## src/design/abnd_pkg.sv

```systemverilog
// shared types, codes and constants for the annex b deframer
package abnd_pkg;

	localparam int TAG_WIDTH = 16;
	localparam int TAG_FIFO_DEPTH_DEF = 16;
	localparam int CMD_Q_DEPTH = 4;
	localparam int CMD_Q_PTR_W = $clog2(CMD_Q_DEPTH);
	localparam int CMD_Q_CNT_W = $clog2(CMD_Q_DEPTH + 1);

	localparam logic [0:0] OP_STREAM = 1'b0;
	localparam logic [0:0] OP_PUSH   = 1'b1;

	localparam logic [1:0] KIND_PAYLOAD = 2'd0;
	localparam logic [1:0] KIND_END     = 2'd1;
	localparam logic [1:0] KIND_PUSH    = 2'd2;

	localparam logic [1:0] QERR_NONE  = 2'd0;
	localparam logic [1:0] QERR_FULL  = 2'd1;
	localparam logic [1:0] QERR_EMPTY = 2'd2;

	localparam logic [1:0] CMD_BYTES = 2'd0;
	localparam logic [1:0] CMD_END   = 2'd1;
	localparam logic [1:0] CMD_PUSH  = 2'd2;

	localparam logic [7:0] TYPE_MASK = 8'h7e;
	localparam logic [5:0] PIC_LOW_LAST   = 6'd9;
	localparam logic [5:0] PIC_HIGH_FIRST = 6'd16;
	localparam logic [5:0] PIC_HIGH_LAST  = 6'd21;
	localparam logic [1:0] HELD_MAX = 2'd3;
	localparam logic [7:0] START_BYTE = 8'h01;

	typedef struct packed {
		logic [0:0]           operation;
		logic [7:0]           stream_byte;
		logic [TAG_WIDTH-1:0] frame_tag_in;
	} in_item_t;

	typedef struct packed {
		logic [1:0]           result_kind;
		logic [7:0]           payload_byte;
		logic [31:0]          unit_length;
		logic [5:0]           unit_type;
		logic [TAG_WIDTH-1:0] frame_tag_out;
		logic                 tag_valid;
		logic [1:0]           queue_error;
		logic                 last_of_run;
	} out_item_t;

	// one classified request handed from front to back
	typedef struct packed {
		logic [1:0]           kind;
		logic [1:0]           zeros;
		logic                 has_byte;
		logic [7:0]           data;
		logic [31:0]          length;
		logic [5:0]           utype;
		logic [TAG_WIDTH-1:0] tag;
	} cmd_t;

endpackage

```

## src/design/abnd_front.sv

```systemverilog
// front end: start code scan, unit bookkeeping and request classification
module abnd_front import abnd_pkg::*; (
	input  logic     clk,
	input  logic     arst_n,
	input  logic     item_valid,
	output logic     item_ready,
	input  in_item_t item,
	output logic     cmd_push,
	output cmd_t     cmd,
	input  logic     cmd_full
);

	logic [1:0]  held_q;
	logic        inside_q;
	logic [31:0] count_q;
	logic [5:0]  type_q;

	logic        accept;
	logic        is_zero;
	logic        is_start;
	logic        emit_bytes;
	logic [2:0]  n_bytes;
	logic [32:0] count_sum;
	logic [7:0]  masked;

	assign item_ready = !cmd_full;
	assign accept     = item_valid && item_ready;
	assign is_zero    = (item.stream_byte == 8'h00);
	assign is_start   = (item.stream_byte == START_BYTE) && (held_q == HELD_MAX);
	assign masked     = item.stream_byte & TYPE_MASK;

	always_comb begin
		cmd          = '0;
		cmd.data     = item.stream_byte;
		cmd.tag      = item.frame_tag_in;
		cmd.length   = count_q;
		cmd.utype    = (count_q == 32'd0) ? 6'd0 : type_q;
		cmd_push     = 1'b0;
		emit_bytes   = 1'b0;
		n_bytes      = 3'd0;
		if (item.operation == OP_PUSH) begin
			cmd.kind = CMD_PUSH;
			cmd_push = accept;
		end else if (is_zero) begin
			// window slides: oldest held zero becomes payload
			if (held_q == HELD_MAX && inside_q) begin
				cmd.kind   = CMD_BYTES;
				cmd.zeros  = 2'd1;
				cmd_push   = accept;
				emit_bytes = 1'b1;
				n_bytes    = 3'd1;
			end
		end else if (is_start) begin
			cmd.kind = CMD_END;
			cmd_push = accept && inside_q;
		end else if (inside_q) begin
			cmd.kind     = CMD_BYTES;
			cmd.zeros    = held_q;
			cmd.has_byte = 1'b1;
			cmd_push     = accept;
			emit_bytes   = 1'b1;
			n_bytes      = {1'b0, held_q} + 3'd1;
		end
	end

	assign count_sum = {1'b0, count_q} + 33'(n_bytes);

	always_ff @(posedge clk or negedge arst_n) begin
		if (!arst_n) begin
			held_q   <= '0;
			inside_q <= 1'b0;
			count_q  <= '0;
			type_q   <= '0;
		end else if (accept && item.operation == OP_STREAM) begin
			if (is_zero) begin
				if (held_q != HELD_MAX) begin
					held_q <= held_q + 2'd1;
				end
			end else if (is_start) begin
				inside_q <= 1'b1;
				count_q  <= '0;
				type_q   <= '0;
				held_q   <= '0;
			end else begin
				held_q <= '0;
			end
			if (emit_bytes) begin
				if (count_q == 32'd0) begin
					// a leading zero makes the type zero
					type_q <= (cmd.zeros != 2'd0 || is_zero) ? 6'd0 : masked[6:1];
				end
				count_q <= count_sum[32] ? 32'hffff_ffff : count_sum[31:0];
			end
		end
	end

endmodule

```

## src/design/abnd_cmd_queue.sv

```systemverilog
// short request queue between front and back
module abnd_cmd_queue import abnd_pkg::*; (
	input  logic clk,
	input  logic arst_n,
	input  logic push,
	input  cmd_t push_data,
	output logic full,
	output logic head_valid,
	output cmd_t head,
	input  logic pop
);

	cmd_t                   entries_q [CMD_Q_DEPTH];
	logic [CMD_Q_PTR_W-1:0] wr_ptr_q;
	logic [CMD_Q_PTR_W-1:0] rd_ptr_q;
	logic [CMD_Q_CNT_W-1:0] cnt_q;

	assign full       = (cnt_q == CMD_Q_CNT_W'(CMD_Q_DEPTH));
	assign head_valid = (cnt_q != '0);
	assign head       = entries_q[rd_ptr_q];

	always_ff @(posedge clk) begin
		if (push) begin
			entries_q[wr_ptr_q] <= push_data;
		end
	end

	always_ff @(posedge clk or negedge arst_n) begin
		if (!arst_n) begin
			wr_ptr_q <= '0;
			rd_ptr_q <= '0;
			cnt_q    <= '0;
		end else begin
			if (push) begin
				wr_ptr_q <= wr_ptr_q + 1'b1;
			end
			if (pop) begin
				rd_ptr_q <= rd_ptr_q + 1'b1;
			end
			if (push && !pop) begin
				cnt_q <= cnt_q + 1'b1;
			end else if (pop && !push) begin
				cnt_q <= cnt_q - 1'b1;
			end
		end
	end

endmodule

```

## src/design/abnd_back.sv

```systemverilog
// back end: result expansion, tag fifo and output register
module abnd_back import abnd_pkg::*; #(
	parameter int TAG_FIFO_DEPTH = TAG_FIFO_DEPTH_DEF
) (
	input  logic      clk,
	input  logic      arst_n,
	input  logic      head_valid,
	input  cmd_t      head,
	output logic      pop,
	output logic      result_valid,
	input  logic      result_ready,
	output out_item_t result
);

	localparam int PTR_W  = $clog2(TAG_FIFO_DEPTH);
	localparam int FILL_W = $clog2(TAG_FIFO_DEPTH + 1);
	localparam logic [PTR_W-1:0]  PTR_LAST = PTR_W'(TAG_FIFO_DEPTH - 1);
	localparam logic [FILL_W-1:0] FILL_MAX = FILL_W'(TAG_FIFO_DEPTH);

	logic [TAG_WIDTH-1:0] tag_mem [TAG_FIFO_DEPTH];
	logic [PTR_W-1:0]     rd_ptr_q;
	logic [PTR_W-1:0]     wr_ptr_q;
	logic [FILL_W-1:0]    fill_q;
	logic [1:0]           idx_q;
	logic                 result_valid_q;
	out_item_t            result_q;
	logic [TAG_WIDTH-1:0] tag_out_q;

	logic      fire;
	logic      last;
	logic      pic;
	logic      do_pop;
	logic      do_push;
	logic [2:0] total;
	out_item_t res_next;

	assign fire  = head_valid && (!result_valid_q || result_ready);
	assign total = {1'b0, head.zeros} + {2'b00, head.has_byte};
	assign pic   = (head.utype <= PIC_LOW_LAST) ||
	               (head.utype >= PIC_HIGH_FIRST && head.utype <= PIC_HIGH_LAST);

	always_comb begin
		res_next = '0;
		last     = 1'b1;
		do_pop   = 1'b0;
		do_push  = 1'b0;
		unique case (head.kind)
			CMD_BYTES: begin
				res_next.result_kind  = KIND_PAYLOAD;
				res_next.payload_byte = ({1'b0, idx_q} < {1'b0, head.zeros}) ? 8'h00 : head.data;
				last = ({1'b0, idx_q} == total - 3'd1);
			end
			CMD_END: begin
				res_next.result_kind = KIND_END;
				res_next.unit_length = head.length;
				res_next.unit_type   = head.utype;
				if (head.length != 32'd0 && pic) begin
					if (fill_q == '0) begin
						res_next.queue_error = QERR_EMPTY;
					end else begin
						res_next.tag_valid = 1'b1;
						do_pop = 1'b1;
					end
				end
			end
			CMD_PUSH: begin
				res_next.result_kind = KIND_PUSH;
				if (fill_q == FILL_MAX) begin
					res_next.queue_error = QERR_FULL;
				end else begin
					do_push = 1'b1;
				end
			end
			default: begin
				res_next = '0;
			end
		endcase
		res_next.last_of_run = last;
	end

	assign pop          = fire && last;
	assign result_valid = result_valid_q;

	always_comb begin
		result               = result_q;
		result.frame_tag_out = tag_out_q;
	end

	always_ff @(posedge clk) begin
		if (fire && do_push) begin
			tag_mem[wr_ptr_q] <= head.tag;
		end
	end

	always_ff @(posedge clk) begin
		if (fire) begin
			result_q  <= res_next;
			tag_out_q <= do_pop ? tag_mem[rd_ptr_q] : '0;
		end
	end

	always_ff @(posedge clk or negedge arst_n) begin
		if (!arst_n) begin
			result_valid_q <= 1'b0;
			idx_q          <= '0;
			rd_ptr_q       <= '0;
			wr_ptr_q       <= '0;
			fill_q         <= '0;
		end else begin
			if (fire) begin
				result_valid_q <= 1'b1;
			end else if (result_ready) begin
				result_valid_q <= 1'b0;
			end
			if (fire) begin
				idx_q <= last ? 2'd0 : idx_q + 2'd1;
			end
			if (fire && do_push) begin
				wr_ptr_q <= (wr_ptr_q == PTR_LAST) ? '0 : wr_ptr_q + 1'b1;
				fill_q   <= fill_q + 1'b1;
			end
			if (fire && do_pop) begin
				rd_ptr_q <= (rd_ptr_q == PTR_LAST) ? '0 : rd_ptr_q + 1'b1;
				fill_q   <= fill_q - 1'b1;
			end
		end
	end

endmodule

```

## src/design/annexb_nal_deframer_with_tag_fifo_unit.sv

```systemverilog
// annex b deframer with frame tag fifo: top level
//
// item channel (valid/ready): operation 0 brings one stream byte, operation 1
// pushes a frame tag. result channel (valid/ready): payload bytes, end-of-unit
// descriptors and tag push status, last_of_run marking the final result of a
// request. bytes before the first start code and held zeros give no result.
// one request is taken per cycle while the four-entry request queue has room;
// the back end emits one result per cycle unless the receiver stalls, so a byte
// that releases held zeros occupies it for up to four results. a request is kept
// in a queue entry and its first result in the output register. when the receiver
// stalls the output register holds its result, the queue fills and item_ready drops
// once it is full. reset clears the scan state, the unit counters and the tag fifo
// pointers; the tag fifo storage itself is not cleared and needs no clearing pass.
module annexb_nal_deframer_with_tag_fifo_unit import abnd_pkg::*; #(
	parameter int TAG_FIFO_DEPTH = TAG_FIFO_DEPTH_DEF
) (
	input  logic      clk,
	input  logic      arst_n,
	input  logic      item_valid,
	output logic      item_ready,
	input  in_item_t  item,
	output logic      result_valid,
	input  logic      result_ready,
	output out_item_t result
);

	logic cmd_push;
	cmd_t cmd;
	logic cmd_full;
	logic head_valid;
	cmd_t head;
	logic head_pop;

	abnd_front u_front (
		.clk        (clk),
		.arst_n     (arst_n),
		.item_valid (item_valid),
		.item_ready (item_ready),
		.item       (item),
		.cmd_push   (cmd_push),
		.cmd        (cmd),
		.cmd_full   (cmd_full)
	);

	abnd_cmd_queue u_queue (
		.clk        (clk),
		.arst_n     (arst_n),
		.push       (cmd_push),
		.push_data  (cmd),
		.full       (cmd_full),
		.head_valid (head_valid),
		.head       (head),
		.pop        (head_pop)
	);

	abnd_back #(
		.TAG_FIFO_DEPTH (TAG_FIFO_DEPTH)
	) u_back (
		.clk          (clk),
		.arst_n       (arst_n),
		.head_valid   (head_valid),
		.head         (head),
		.pop          (head_pop),
		.result_valid (result_valid),
		.result_ready (result_ready),
		.result       (result)
	);

endmodule

```

## config.mk

```make
export PLATFORM = sky130hd
export DESIGN_NAME = annexb_nal_deframer_with_tag_fifo_unit
export DESIGN_NICKNAME = d
export VERILOG_FILES = /design/src/design/abnd_pkg.sv /design/src/design/abnd_front.sv /design/src/design/abnd_cmd_queue.sv /design/src/design/abnd_back.sv /design/src/design/annexb_nal_deframer_with_tag_fifo_unit.sv
export SDC_FILE = /design/constraint.sdc
export NUM_CORES = 1
export LEC_CHECK = 0
export ABC_AREA = 1
export BUFFER_PORTS_ARGS = -buffer_cell sky130_fd_sc_hd__clkbuf_2
export CAP_MARGIN = 20
export CORE_MARGIN = 4
export CORE_UTILIZATION = 50
export DETAILED_ROUTE_END_ITERATION = 8
export PLACE_DENSITY = 0.67
export REMOVE_ABC_BUFFERS = 1
export SYNTH_ARGS = -nofsm -noshare
export SYNTH_HDL_FRONTEND = slang
export SYNTH_SLANG_ARGS = --single-unit
```

## constraint.sdc

```tcl
create_clock -name clk -period 6.25 [get_ports clk]
set_input_delay 0.9375 -clock clk [delete_from_list [all_inputs] [get_ports clk]]
set_output_delay 0.9375 -clock clk [all_outputs]
set_load 0.02 [all_outputs]
```

==> metrics.md, run 1 <==
| Metric | Value |
|---|---|
| Status | `finished clean` |
| Static Leak | `10.9 nW` |
| Crit path cell chain | `buf_4 -> nand2_1 -> a32o_1 -> ha_1 -> ha_1 -> or2_2 -> nand3_1 -> o21a_1 -> nor2_1 -> inv_1 -> ha_1 -> inv_1 -> fa_1 -> a21oi_1 -> o21ai_0 -> xor2_1` |
| Number of DRC markers in iteration 0 | `1,448` |
| Area grow syn2layout | `12.6%` |
| Critical Path RT | `6.71 ns` |
| Die height | `240 um` |
| Avg Synthesized Cell Area | `12.4 um2` |
| R2R Path Start | `u_queue.rd_ptr_q[0]$_DFFE_PN0P_` |
| Critical Path Max Stage Delay | `0.87 ns` |
| Die Area | `57,500 um2` |
| Sequential share of power | `44.7%` |
| Placed Area | `28,000 um2` |
| Metal3 WL | `3.61 mm` |
| Synth warn | `0` |
| Clk Latency, worst-skew pair | `0.60 ns` |
| # resized after CTS | `0` |
| RSZ-0062 raised after global routing | `no` |
| Gr ovfl total | `0` |
| Post-synth EDFFs | `592` |
| Fin. max-slew vios | `0` |
| Hold_sp | `u_front.inside_q$_DFFE_PN0P_` |
| TritonCTS clock tree | `done` |
| Final #Nets | `2,339` |
| WHS Path Cells | `2` |
| Crit. End Element | `flip-flop` |
| Worst Hold Path EP | `u_front.inside_q$_DFFE_PN0P_` |
| Final setup vio count | `0` |
| Non-Filler Instances | `3,023` |
| Placeable core area | `52,900 um2` |
| Setup Fix Bufs, Post-CTS | `0` |
| Max VDD drop | `289 uV` |
| Flops & latches, synth | `656` |
| DR WL/cell | `20.6 um` |
| Hold_buf cts | `0` |
| Syn Inst Count | `2,172` |
| Clock transition at path regs | `0.06 ns` |
| Routability congestion estimate | `0.860` |
| Final period util | `70.1%` |
| DR vias/cell | `5.70` |
| Top Metal Used | `met5` |
| Slew @ Worst Pin | `1.08 ns` |
| Crit-path most repeated cell | `ha_1` |
| Root buf cell | `clkbuf_16` |
| Via count | `17,200` |
| R2R Setup Slk | `1.87 ns` |
| WP data arrival | `4.84 ns` |
| WL met1 | `25.9 mm` |
| Global-route wire length before repair | `96.8 mm` |
| Switching portion of total power | `36.0%` |
| Post-DP HPWL | `35.6 mm` |
| Worst slack, placed | `1.87 ns` |
| Clock power frac | `25.5%` |
| Tmin final | `4.38 ns` |
| Io pins | `99` |
| Final Util | `57.2%` |
| Final setup margin | `1.87 ns` |
| Design area | `30,300 um2` |
| Vias in the first global route | `17,400` |
| Class of the tightest hold or removal check | `reg -> reg` |
| Skew final | `0.0216 ns` |
| Detailed Routing Iterations Pass 1 | `5` |
| Clock sinks | `656` |
| Cell area power density | `496 nW/um2` |
| Number of antenna-violating nets in the routed design | `0` |
| Htree depth | `3` |
| Fraction of registers with async set/reset | `9.76%` |
| Final hold vios | `0` |
| Combinational share of power | `29.7%` |
| Synth Flop Type | `edfxtp_1` |
| Reg-to-reg endpoint | `u_queue.cnt_q[2]$_DFFE_PN0P_` |
| Sequential fraction of the synthesis area | `72.1%` |
| Dpl cells | `2,886` |
| Pint | `9.61 mW` |
| Initial core utilization | `50.8%` |
| Largest net degree at the start of global routing | `96` |
| FP Rows | `84` |
| Max cap viols | `0` |
| Max Root-Sink Buffers | `3` |
| Post-synth cell types | `48` |
| Total track usage | `21.7%` |
| Routed met2 length | `31.1 mm` |
| Fmax | `228 MHz` |
| Initial antenna violation count | `2` |
| Slowest-stage cell, CP | `dfrtp_4` |
| CP max FO | `75` |
| FF-to-FF path depth | `16` |
| Chip width | `240 um` |
| CTS buffer count | `69` |
| WS Path Type | `reg -> reg` |
| CP Launch Type | `flip-flop` |
| Max_slew headroom | `28.1%` |
| Switching pwr | `5.40 mW` |
| Port bufs | `98` |
| Synthesized area | `26,900 um2` |
| Share of post-route cells with drive strength above 1 | `13.6%` |
| Fin Setup TNS | `0 ns` |
| DRC Markers | `0` |
| Routed Wire Length | `62.4 mm` |
flip-flops by register name, indices dropped and copies added (netlist names), 3 cells and up:
register,cells
u_back.fill_q,5
u_back.rd_ptr_q,4
u_back.result,52
u_back.tag_mem,256
u_back.tag_out_q,16
u_back.wr_ptr_q,4
u_front.count_q,32
u_front.type_q,6
u_queue.cnt_q,3
u_queue.entries_q,268
cell usage after synthesis (22+ instances only):
cell | count | share of area [%]
ha_1 | 25 | 1.2
o22ai_1 | 37 | 0.86
o21ai_0 | 210 | 3.9
nand2_1 | 342 | 4.8
inv_1 | 99 | 1.4
clkbuf_1 | 70 | 0.98
nand3_1 | 115 | 2.1
a21oi_1 | 51 | 0.95
edfxtp_1 | 592 | 66
o211ai_1 | 22 | 0.61
dfrtp_1 | 64 | 6.0
o221ai_1 | 43 | 1.4
nor2_1 | 318 | 4.4
per-layer routing:
metal | vias to the layer above | global-route usage (%)
li1 | 8001 | -
met1 | 8572 | 28.6
met2 | 541 | 37.1
met3 | 125 | 3.09
met5 | - | 0
met4 | 2 | 7.36
cells by family after synthesis:
logic type      share of synthesized area (%)
xor+xnor                                0.522
flops                                    72.1
buf+inv                                  3.39
simple gates                             13.5
fa+ha+maj                                1.39
compound gates                           9.03
worst max-delay path by stage:
stage | to | cells past startpoint | slack, ns | startpoint
global placement | u_back.fill_q[4]$_DFFE_PN0P_ | 18 | 2.04 | u_queue.rd_ptr_q[0]$_DFFE_PN0P_
floorplan | u_back.fill_q[4]$_DFFE_PN0P_ | 17 | 0.28 | u_queue.rd_ptr_q[0]$_DFFE_PN0P_
detailed placement | u_back.fill_q[4]$_DFFE_PN0P_ | 18 | 1.87 | u_queue.rd_ptr_q[0]$_DFFE_PN0P_
finish | u_queue.cnt_q[2]$_DFFE_PN0P_ | 16 | 1.87 | u_queue.rd_ptr_q[0]$_DFFE_PN0P_
CTS | u_back.fill_q[4]$_DFFE_PN0P_ | 18 | 1.86 | u_queue.rd_ptr_q[0]$_DFFE_PN0P_
global route | u_back.fill_q[4]$_DFFE_PN0P_ | 18 | 1.42 | u_queue.rd_ptr_q[0]$_DFFE_PN0P_
placed cells by master, fill, tap and decap left out, types with 19 or more instances in the layout:
| cell | count |
|---|---|
| a21oi_1 | 51 |
| o21ai_1 | 19 |
| o211ai_1 | 22 |
| dfrtp_1 | 61 |
| edfxtp_1 | 592 |
| o22ai_1 | 37 |
| clkbuf_2 | 97 |
| nor2_1 | 313 |
| clkbuf_16 | 69 |
| buf_4 | 49 |
| nand2_1 | 342 |
| o21ai_0 | 210 |
| o221ai_1 | 43 |
| o21ai_2 | 19 |
| ha_1 | 25 |
| inv_1 | 98 |
| nand3_1 | 115 |
per-stage QoR:
stage / hold WS (ns) / power (mW)
final: 0.496 / 15.0
after global routing: 0.544 / 15.9
after CTS: 0.495 / 15.0
after detailed placement: 0.480 / 11.2
after global placement: 0.480 / 11.0
after floorplan: 0.457 / 9.53
worst max-delay path: cells and delay by family, from the launching register on:
family	cells	cell delay, ns
adder cells (fa/ha/maj)	4	1.00
buffers and inverters	3	0.91
flip-flops	1	0.87
AO/OA/AOI/OAI	4	0.72
AND/OR/NAND/NOR	4	0.53
XOR/XNOR	1	0.16
power groups by stage:
stage,Combinational [mW],Clock [mW],Sequential [mW]
floorplan,2.44,0,7.08
global placement,4.25,0,6.78
detailed placement,4.37,0,6.82
global route,4.96,4.09,6.80
CTS,4.40,3.91,6.73
finish,4.46,3.83,6.71
area by class of cell:
cell class / count / area [um2]
Timing Repair Buffer: 147 / 858
Sequential cell: 656 / 19400
Inverter: 108 / 410
Clock buffer: 85 / 1800
Clock inverter: 38 / 328
Tap cell: 688 / 861
Multi-Input combinational cell: 1300 / 6620
Antenna cell: 1 / 2.50
Fill cell: 4207 / 22600
Power figures use the tool's default switching activity.
==> inputs of run 2 (changes only) <==
Settings changed: PLACE_DENSITY 0.67 to 0.69.
Clock period 6.25 ns to 3.7 ns, I/O delays scaled along.
==> metrics.md, run 2 (same netlist as run 1, synthesis figures left out) <==
| Metric | Value |
|---|---|
| RSZ-0062 raised after global routing | `no` |
| Gr ovfl total | `0 (unchanged)` |
| Slew @ Worst Pin | `1.05 ns (-0.0267 ns)` |
| Share of post-route cells with drive strength above 1 | `14.7% (+1.2 points)` |
| FP Rows | `84 (unchanged)` |
| DR WL/cell | `20.3 um (-1.9%)` |
| Non-Filler Instances | `3,049 (+0.86%)` |
| Cell area power density | `840 nW/um2 (+69%)` |
| Final hold vios | `0 (unchanged)` |
| Number of antenna-violating nets in the routed design | `0 (unchanged)` |
| # resized after CTS | `0 (unchanged)` |
| Static Leak | `11.1 nW (+1.8%)` |
| Skew final | `0.0275 ns (+0.00588 ns)` |
| WS Path Type | `reg -> reg` |
| Clock sinks | `656 (unchanged)` |
| Clk Latency, worst-skew pair | `0.60 ns (about the same)` |
| Detailed Routing Iterations Pass 1 | `6 (+1)` |
| Via count | `17,400 (+0.65%)` |
| Die Area | `57,500 um2 (unchanged)` |
| CP Launch Type | `flip-flop` |
| Chip width | `240 um (unchanged)` |
| Max FFs per register | `268 (unchanged)` |
| Routed Wire Length | `61.8 mm (-1.0%)` |
| Commonest non-fill, non-tap cell in the layout | `edfxtp_1` |
| Min Hold Slack | `0.0814 ns (-0.415 ns)` |
| Final setup vio count | `0 (unchanged)` |
| Io pins | `99 (unchanged)` |
| Max cap viols | `0 (unchanged)` |
| Critical Path RT | `4.19 ns (-2.52 ns)` |
| Max Root-Sink Buffers | `3 (unchanged)` |
| Most frequent cells in the layout | `edfxtp_1, nand2_1, nor2_1` |
| Register area | `19,400 um2 (unchanged)` |
| Initial core utilization | `50.8% (unchanged)` |
| Routability congestion estimate | `0.862 (+0.16%)` |
| Crit. End Element | `flip-flop` |
| Dpl cells | `2,917 (+1.1%)` |
| Root buf cell | `clkbuf_16` |
| Class of the tightest hold or removal check | `in -> async` |
| Port bufs | `98 (unchanged)` |
| Initial antenna violation count | `1 (-1)` |
| Final #Nets | `2,362 (+0.98%)` |
| Total track usage | `21.5% (-0.17 points)` |
| TritonCTS clock tree | `done` |
| Max_slew headroom | `29.9% (+1.8 points)` |
| Placed Area | `28,400 um2 (+1.3%)` |
| Setup Fix Bufs, Post-CTS | `0 (unchanged)` |
| Status | `finished clean` |
| Final-layout fill cell count | `4,137 (-1.7%)` |
| CP max FO | `27 (-64%)` |
| Fin. max-slew vios | `0 (unchanged)` |
| Top reg by flops | `u_queue.entries_q` |
| Design area | `30,600 um2 (+1.3%)` |
| Tmin final | `3.45 ns (-0.936 ns)` |
| DR vias/cell | `5.69 (-0.21%)` |
| Post-DP HPWL | `36.3 mm (+2.0%)` |
| Multi-input logic area | `6630 um2 (+0.15%)` |
| Fin Setup TNS | `0 ns (unchanged)` |
| DRC Markers | `0 (unchanged)` |
| Die height | `240 um (unchanged)` |
| Placeable core area | `52,900 um2 (unchanged)` |
| Number of DRC markers in iteration 0 | `1,638 (+13%)` |
| Largest net degree at the start of global routing | `100 (+4.2%)` |
| Final period util | `93.1% (+23 points)` |
| Clock transition at path regs | `0.06 ns (about the same)` |
| CTS buffer count | `68 (-1.4%)` |
| Hold_buf cts | `0 (unchanged)` |
| WP data arrival | `3.94 ns (-0.90 ns)` |
| Fmax | `290 MHz (+27%)` |
| Vias in the first global route | `17,300 (-0.34%)` |
| Htree depth | `3 (unchanged)` |
| Area grow syn2layout | `14.0%` |
| Global-route wire length before repair | `96.5 mm (-0.34%)` |
| Max VDD drop | `661 uV (+130%)` |
run 2: worst max-delay path, stage by stage, from the launching register on:
cell and delay (ns):
dfrtp_1 0.39, ha_1 0.23, nand2_1 0.07, nor3_1 0.05
inv_1 0.07, nand2_1 0.05, inv_1 0.10, nand2_1 0.06
a21oi_1 0.24, ha_1 0.25, fa_1 0.22, nand2_2 0.08
a21oi_2 0.19, nand2_2 0.10, nor2_4 0.13, nand2_4 0.09
nor2_4 0.17, nand3_4 0.11, nor2_4 0.17, nand3b_4 0.13
buf_12 0.21, nand2_1 0.07, nand2_1 0.04, o21ai_0 0.09
run 2: path summary, 6_finish.rpt:
| check | end | slack [ns] | start | depth (start not counted) |
|---|---|---|---|---|
| max in group asynchronous | u_queue.rd_ptr_q[0]$_DFFE_PN0P_ | 2.86 | arst_n | 1 |
| max reg2reg | u_front.count_q[1]$_DFFE_PN0P_ | 0.25 | u_front.held_q[0]$_DFFE_PN0P_ | 23 |
| min | u_front.count_q[25]$_DFFE_PN0P_ | 0.08 | arst_n | 1 |
| min in group clk | u_back.result_valid$_DFFE_PN0P_ | 0.17 | result_ready | 2 |
| max | u_front.count_q[1]$_DFFE_PN0P_ | 0.25 | u_front.held_q[0]$_DFFE_PN0P_ | 23 |
| min reg2reg | u_front.inside_q$_DFFE_PN0P_ | 0.50 | u_front.inside_q$_DFFE_PN0P_ | 2 |
run 2: where the power goes:
group	internal (mW)	total (mW)	switching [mW]
Combinational	2.21	7.85	5.64
Sequential	10.5	11.2	0.730
Clock	3.90	6.67	2.77
Total	16.6	25.7	9.14
run 2: metal layers:
metal	track usage, %	share of wire [%]	up-vias
li1	-	-	8055
met1	28.2	41	8605
met2	36.8	50	572
met3	3.36	5.7	121
met4	7.49	2.8	0
met5	0	0	-
run 2: layout make-up:
class                           count  share of cell area (%)
Tap cell                          688                    2.81
Antenna cell                        1                 0.00817
Timing Repair Buffer              171                    3.81
Multi-Input combinational cell   1300                    21.6
Clock inverter                     33                   0.960
Sequential cell                   656                    63.3
Clock buffer                       92                    6.18
Inverter                          108                    1.34
run 2: through the flow:
step	worst slack, ns	utilization [%]	total power, mW
2_1_floorplan	-2.27	-	16.1
3_3_place_gp	0.232	53.7	18.8
3_5_place_dp	0.0765	53.7	19.1
4_1_cts	0.274	57.9	25.8
5_1_grt	0.0162	58.0	27.1
6_report	0.254	58.0	25.7
